`config.mk`:
```
export PLATFORM = sky130hd
export DESIGN_NAME = pcol_axis
export DESIGN_NICKNAME = d
export VERILOG_FILES = /design/src/design/pcol_pkg.sv /design/src/design/pcol_axis.sv
export SDC_FILE = /design/constraint.sdc
export NUM_CORES = 2
export LEC_CHECK = 0
export ABC_AREA = 1
export BUFFER_PORTS_ARGS = -buffer_cell sky130_fd_sc_hd__buf_2
export CORE_MARGIN = 5
export CORE_UTILIZATION = 60
export CTS_BUF_LIST = sky130_fd_sc_hd__clkbuf_2
export DETAILED_ROUTE_END_ITERATION = 10
export PLACE_DENSITY = 0.77
export SLEW_MARGIN = 15
export SYNTH_ARGS = -nofsm -noshare
export SYNTH_HDL_FRONTEND = slang
export SYNTH_SLANG_ARGS = --single-unit
```
`constraint.sdc`:
```
create_clock -name clk_i -period 12.1 [get_ports clk_i]
set_input_delay 1.815 -clock clk_i [delete_from_list [all_inputs] [get_ports clk_i]]
set_output_delay 1.815 -clock clk_i [all_outputs]
set_load 0.01 [all_outputs]
```
`src/design/pcol_pkg.sv`:
```
`timescale 1ns / 1ps
// pcol_pkg: shared types and constants for the primitive collision test.
// No dependencies; imported by pcol_axis, primitive_collision_test and tb_top.
package pcol_pkg;

  // Width of every packed body field on the ports (x, y, z lanes).
  localparam int unsigned FieldBits = 48;

  // Collider kind codes.
  localparam logic [1:0] KIND_NONE   = 2'd0;
  localparam logic [1:0] KIND_SPHERE = 2'd1;
  localparam logic [1:0] KIND_BOX    = 2'd2;

  // Offsets from the nearest box point at or beyond 2^MagBits are a miss,
  // so every squared term fits in SqBits.
  localparam int unsigned MagBits = 30;
  localparam int unsigned SqBits  = 2 * MagBits;
  localparam int unsigned SumBits = SqBits + 2;

  // Shift that brings squared Q8.8 radii up to the Q16.16 offset scale.
  localparam int unsigned ScaleShift = 16;

  typedef enum logic [1:0] {
    PAIR_NONE   = 2'd0,
    PAIR_SPHERE = 2'd1,
    PAIR_BOX    = 2'd2,
    PAIR_MIXED  = 2'd3
  } pair_case_e;

  typedef struct packed {
    logic       valid;
    pair_case_e pc;
  } stage_ctl_t;

endpackage

```
`src/design/pcol_axis.sv`:
```
`timescale 1ns / 1ps
// pcol_axis: per-axis datapath (difference, box product, clamp, square),
// three register stages deep. Depends on pcol_pkg.
module pcol_axis import pcol_pkg::*; #(
  parameter int unsigned CoordBits = 16
) (
  input  logic                        clk_i,
  input  logic signed [CoordBits-1:0] cp_i,
  input  logic signed [CoordBits-1:0] cq_i,
  input  logic signed [CoordBits-1:0] sp_i,
  input  logic signed [CoordBits-1:0] sq_i,
  input  logic signed [CoordBits-1:0] eq_i,
  input  logic                        sphere_pair_i,
  output logic                        box_ok_o,
  output logic                        far_o,
  output logic [SqBits-1:0]           sq_dist_o
);

  localparam int unsigned DiffW  = CoordBits + 1;
  localparam int unsigned ProdW  = 2 * CoordBits;
  localparam int unsigned ScW    = CoordBits + 9;
  localparam int unsigned ClampW = ProdW + 1;
  localparam int unsigned WideW  = (ScW > ClampW) ? ScW : ClampW;
  localparam int unsigned TW     = WideW + 1;

  // Stage A: difference, box half extent product, summed sizes.
  logic signed [DiffW-1:0] diff_d, diff_q;
  logic signed [ProdW-1:0] ext_d, ext_q;
  logic signed [DiffW-1:0] bsum_d, bsum_q;

  assign diff_d = DiffW'(cp_i) - DiffW'(cq_i);
  assign ext_d  = ProdW'(sq_i) * ProdW'(eq_i);
  assign bsum_d = DiffW'(sp_i) + DiffW'(sq_i);

  always_ff @(posedge clk_i) begin
    diff_q <= diff_d;
    ext_q  <= ext_d;
    bsum_q <= bsum_d;
  end

  // Stage B: box compare, clamp to the box, pick the value to square.
  logic [DiffW-1:0]     dmag;
  logic signed [DiffW:0] dmag_s;
  logic signed [TW-1:0] dsc, ew, new_e, c1, c2, tdist;
  logic [TW-1:0]        tmag;
  logic                 box_ok_d, box_ok_q, far_d, far_q;
  logic [MagBits-1:0]   vmag_d, vmag_q;

  always_comb begin
    dmag     = diff_q[DiffW-1] ? DiffW'(-diff_q) : DiffW'(diff_q);
    dmag_s   = $signed({1'b0, dmag});
    box_ok_d = dmag_s < (DiffW + 1)'(bsum_q);
    dsc      = TW'(diff_q) <<< 8;
    ew       = TW'(ext_q);
    new_e    = -ew;
    c1       = (dsc < new_e) ? new_e : dsc;
    c2       = (c1 > ew) ? ew : c1;
    tdist    = dsc - c2;
    tmag     = tdist[TW-1] ? TW'(-tdist) : TW'(tdist);
    far_d    = 64'(tmag) >= (64'(1) << MagBits);
    vmag_d   = sphere_pair_i ? MagBits'(dmag) : MagBits'(tmag);
  end

  always_ff @(posedge clk_i) begin
    box_ok_q <= box_ok_d;
    far_q    <= far_d;
    vmag_q   <= vmag_d;
  end

  // Stage C: square.
  logic [SqBits-1:0] sq_d, sq_q;
  logic              box_ok_c_q, far_c_q;

  assign sq_d = SqBits'(vmag_q) * SqBits'(vmag_q);

  always_ff @(posedge clk_i) begin
    sq_q       <= sq_d;
    box_ok_c_q <= box_ok_q;
    far_c_q    <= far_q;
  end

  assign sq_dist_o = sq_q;
  assign box_ok_o  = box_ok_c_q;
  assign far_o     = far_c_q;

endmodule

```
[Yosys cells after proc, flatten, opt, wreduce, memory -nomap -nowiden]
Index checks and enable logic that the tools add are counted.
Widths: inputs -> output; s select.
Word-level totals
  memories: 0
  register bits: 160
  ROM bits: 0
  word-level logic and storage cells: 27
  RAM bits: 0
  latch bits: 0
Cells by class
  bitwise logic cells: 0
  reduce and logical (&&, ||, !) cells: 0
  $add $sub $neg: 6
  eq/ne operators: 0
  divide/modulo/power cells: 0
  shift operators: 0
  order comparisons: 4
  multiplexer cells: 5
  $mul: 2
Operators by type and width (count)
  $mux 34: 3
  $mul 30x30->60: 1
  $ge 34x31->1 const B: 1
  $gt 34x32->1: 1
  $lt 25x34->1: 1
  $mux 17: 2
  $neg 32->34: 1
  $neg 34->34: 1
  $sub 25x34->34: 1
  $mul 16x16->32: 1
  $lt 18x17->1: 1
  $add 16x16->17: 1
  $neg 17->17: 1
  $sub 16x16->17: 1

[Logic depth before layout (Yosys ltp)]
  depth in word-level cells: 9
  mapped depth: 70
  depth with buffers taken out: 67

[Worst setup path before layout]
OpenSTA, ideal clock, no wires.
  path type: register to register
  from: reg ext_q[1]
  to: reg far_q
  arrival: 8.161 ns
  required time: 11.986 ns
  cell stages (with the launch flop): 65
  clock period less this slack: 8.275 ns
  buffers on the path: 3
  library setup time: 0.114 ns
  setup slack: 3.825 ns
  cell sequence: dfxtp_1 inv_1 ha_1 nand4_1 nor2_1 nand3_1 nor3_1 nand3_1 nor3_1 nand4_1 nor2_1 nand3_1 nor3_1 nand3_1 nor2_1 nand2_1 nand2_1 nand2_1 [... 29 more ...] a21oi_1 inv_1 a21oi_1 inv_1 a21oi_1 inv_1 a21oi_1 nand3b_1 nand2_1 nand3_1 nor2_1 nand3_1 nand2_1 nand3_1 nand2_1 nand2_1 nor2_1 nand2_1
On the way
  word-level cells in the longest chain between the ends: 9
RTL lines
  start, declared: RTL line pcol_axis.sv:28  | logic signed [ProdW-1:0] ext_d, ext_q;
  start signal, assigned: RTL line pcol_axis.sv:37  | ext_q <= ext_d;
  $neg 32->34: RTL line pcol_axis.sv:55  | new_e = -ew;
  $lt 25x34->1: RTL line pcol_axis.sv:56  | c1 = (dsc < new_e) ? new_e : dsc;
  $mux 34: RTL line pcol_axis.sv:56
  $gt 34x32->1: RTL line pcol_axis.sv:57  | c2 = (c1 > ew) ? ew : c1;
  $mux 34 *: RTL line pcol_axis.sv:57
  $sub 25x34->34 *: RTL line pcol_axis.sv:58  | tdist = dsc - c2;
  $neg 34->34: RTL line pcol_axis.sv:59  | tmag = tdist[TW-1] ? TW'(-tdist) : TW'(tdist);
  $mux 34 *: RTL line pcol_axis.sv:59
  $ge 34x31->1 *: RTL line pcol_axis.sv:60  | far_d = 64'(tmag) >= (64'(1) << MagBits);
  net far_d: RTL line pcol_axis.sv:46  | logic box_ok_d, box_ok_q, far_d, far_q;
  end signal, assigned: RTL line pcol_axis.sv:66  | far_q <= far_d;
  end, declared: RTL line pcol_axis.sv:46
The timed path passes the listed nets; every way through them passes the cells marked *.
A chain may end at the register's enable or synchronous reset.

[Worst setup path in the final report]
Ends and elaborated chain as after synthesis.

==> metrics.md <==
| Metric | Value |
|---|---|
| Worst setup EP type | `register` |
| Die W | `288 µm` |
| Post-synth cell types | `54` |
| # nets final | `7321` |
| Hpwl dp | `94.1 mm` |
| Required @ worst endpoint | `13.06 ns` |
| Crit path arrival time | `11.60 ns` |
| Crit-path slowest cell | `xor2_4` |
| DR DRC count | `0` |
| Multi-input logic area | `0.0361 mm²` |
| Avg Inst Size Synth | `8.01 µm²` |
| Share of cells above drive strength 1 | `4.71%` |
| Post-synth ARST share | `0%` |
| DR pass1 iterations | `6` |
| CP startpoint kind | `register` |
| Clock Latency Late Sink | `1.12 ns` |
| Unrepaired setup endpoints after global routing | `no` |
| Post-Syn Nets | `7293` |
| Tcrit/Tclk final | `87.9%` |
| Post-Route WL | `111 mm` |
| Die span in y | `288 µm` |
| Number of flops mapped to enable cells by yosys | `0` |
| Fin crit period | `10.64 ns` |
| Vias after detailed routing | `35651` |
| Root Driver | `clkbuf_2` |
| Area occupied by registers | `0.00319 mm²` |
| Post-detailed-route count of antenna-violating nets | `0` |
| Crit path largest cell delay | `0.64 ns` |
| Largest net degree at the start of global routing | `37` |
| Placer's final routability congestion estimate | `0.934` |
| Relative slew slack | `31.2%` |
| H-Tree Level Count | `4` |
| Most frequent cell on the critical path | `nand2_1` |
| Tightest Pin Transition | `1.02 ns` |
| Main synth FF type | `dfxtp_1` |
| First-pass GRT wire length | `189 mm` |
| Postcts setup bufs | `0` |
| Num rows | `101` |
| Clock Tree Buf Depth | `2` |
| Vias per inst | `5.20` |
| Slew Limit Fails | `0` |
| Tot GR Track Use | `28.3%` |
| Filler cell count | `6566` |
| CTS sink count | `159` |
| Vias in the first global route | `38722` |
| Area delta synth->final | `4.09%` |
| # IOs | `144` |
| Mapped cell area | `0.0463 mm²` |
| Initial antenna violation count | `1` |
| Hold WC Path Type | `register to register` |
| Final count of hold timing violations | `0` |
| Routed length per instance | `16.2 µm` |
| Place WS | `1.24 ns` |
| Number of max-cap violations | `0` |
| Sequential area share after synthesis | `6.88%` |
| Synth warn | `0` |
| Clk slew on worst S/H paths | `0.42 ns` |
| Post-Synthesis Cells | `5781` |
| Skew final | `0.101 ns` |
| Final worst slack | `1.46 ns` |
| Final setup fails | `0` |
| Starting DRT DRC Count | `2248` |
| Port Buffer Count | `142` |
| Worst setup path category | `register to register` |
| Core Box Area | `0.0762 mm²` |
| Setup TNS | `0 ns` |
| Remaining global-route overflow | `0` |
| DIE AREA | `0.0828 mm²` |
| Largest fanout on the critical path | `36` |
| Total CTS buffers | `17` |
| Status | `completed` |
| Starting density of the core | `60.7%` |
| CTS tree | `yes` |
| Peak Freq | `94.0 MHz` |
| Synth Register Bits | `159` |
## path summary, 6_finish.rpt
| check | start | end | slack, ns | depth (start not counted) |
|---|---|---|---|---|
| min reg2reg | box_ok_q$_DFF_P_ | box_ok_o$_DFF_P_ | 0.35 | 0 |
| max | ext_q[1]$_DFF_P_ | far_q$_DFF_P_ | 1.46 | 56 |
| min | box_ok_q$_DFF_P_ | box_ok_o$_DFF_P_ | 0.35 | 0 |
| max reg2reg | ext_q[1]$_DFF_P_ | far_q$_DFF_P_ | 1.46 | 56 |
## layout by cell type, fill, tap and decap left out, types with 5 or more instances in the layout
| cell type | instances |
|---|---|
| nand2_2 | 16 |
| nand2_1 | 1204 |
| a31oi_1 | 21 |
| a211oi_1 | 5 |
| or2_2 | 20 |
| a21oi_1 | 220 |
| o21a_1 | 15 |
| o221ai_1 | 6 |
| inv_1 | 1690 |
| buf_4 | 30 |
| nand3_1 | 121 |
| fa_1 | 959 |
| ha_1 | 471 |
| clkinv_8 | 5 |
| buf_2 | 142 |
| dfxtp_1 | 155 |
| xnor2_1 | 53 |
| a21boi_0 | 7 |
| o21ai_0 | 138 |
| o21ai_1 | 27 |
| nand4_1 | 49 |
| nor2_2 | 11 |
| nor2_1 | 212 |
| nor3_1 | 25 |
| nor4_1 | 5 |
| inv_2 | 7 |
| o211ai_1 | 5 |
| clkbuf_2 | 17 |
| xor2_1 | 123 |
| a21o_1 | 10 |
| o21bai_1 | 9 |
## worst max-delay path: cells and delay by family (launching register included)
kind	cells	cell delay, ns
adders and majority gates	4	1.33
AOI/OAI and AO/OA	7	1.28
and+or+nand+nor	39	6.12
DFF	1	0.44
buffers and inverters	5	0.64
xor gates and xnor gates	1	0.64
## stage by stage
step,util (%),std cells,hold slack [ns],cell area (µm²)
2_1_floorplan,-,5781,0.310,46300
3_3_place_gp,62.8,6820,0.312,47900
3_5_place_dp,62.8,6820,0.314,47900
4_1_cts,63.2,6852,0.351,48200
5_1_grt,63.2,6853,0.352,48200
6_report,63.2,6853,0.350,48200
## sequential cells by signal (all words and copies together), names as in the netlist
name,cells
vmag_q,30
far_q,1
far_o,1
bsum_q,17
box_ok_o,1
sq_dist_o,59
box_ok_q,1
ext_q,32
diff_q,17
## synth_stat cells, drive strengths merged (2+ instances only)
master,number,area share [%]
a21boi,7,0.11
nand3,123,1.4
a31o,2,0.038
fa,959,41
xnor2,53,1.0
clkbuf,140,1.1
o21bai,9,0.15
a21oi,221,2.4
or2,20,0.27
a31oi,21,0.28
nand2,1221,10
nor4,5,0.068
nand4,49,0.66
o211ai,5,0.081
buf,23,0.25
ha,471,13
and2,3,0.041
o21a,15,0.24
a211oi,5,0.081
inv,1698,14
a21o,10,0.16
o21ai,166,1.8
o221ai,6,0.11
nor3,25,0.27
dfxtp,159,6.9
xor2,124,2.4
nor2,226,1.9
nand3b,4,0.065
## logic make-up after synthesis
| family | share of synthesized area (%) |
|---|---|
| buf+inv | 15.2 |
| simple gates | 14.7 |
| fa+ha+maj | 54.2 |
| compound gates | 5.62 |
| xor+xnor | 3.39 |
| flops | 6.88 |
| other cells | 0.00810 |
## timing repair
item	4_1_cts	5_1_grt
gates resized for setup	0	3
hold buffers	0	0
endpoints found under the setup margin	0	18
## per-layer routing
layer  vias up  share of wire [%]  track usage (%)
li1      16925                  -                -
met1     17394                 42             36.9
met2      1112                 49             48.6
met3       220                6.4             4.17
met4         0                3.4             9.97
met5         -                  0                0
## final cells by class
class / count / share of cell area [%]
inverter: 1699 / 13.2
tap: 1030 / 2.68
sequential: 159 / 6.62
clock buffer: 17 / 0.177
antenna: 1 / 0.00519
multi-input combinational: 3760 / 74.9
timing repair buffer: 172 / 1.94
clock inverter: 15 / 0.452
Power is not shown: default switching activity piles up to over one toggle a cycle in this logic, so the estimate is an artifact.
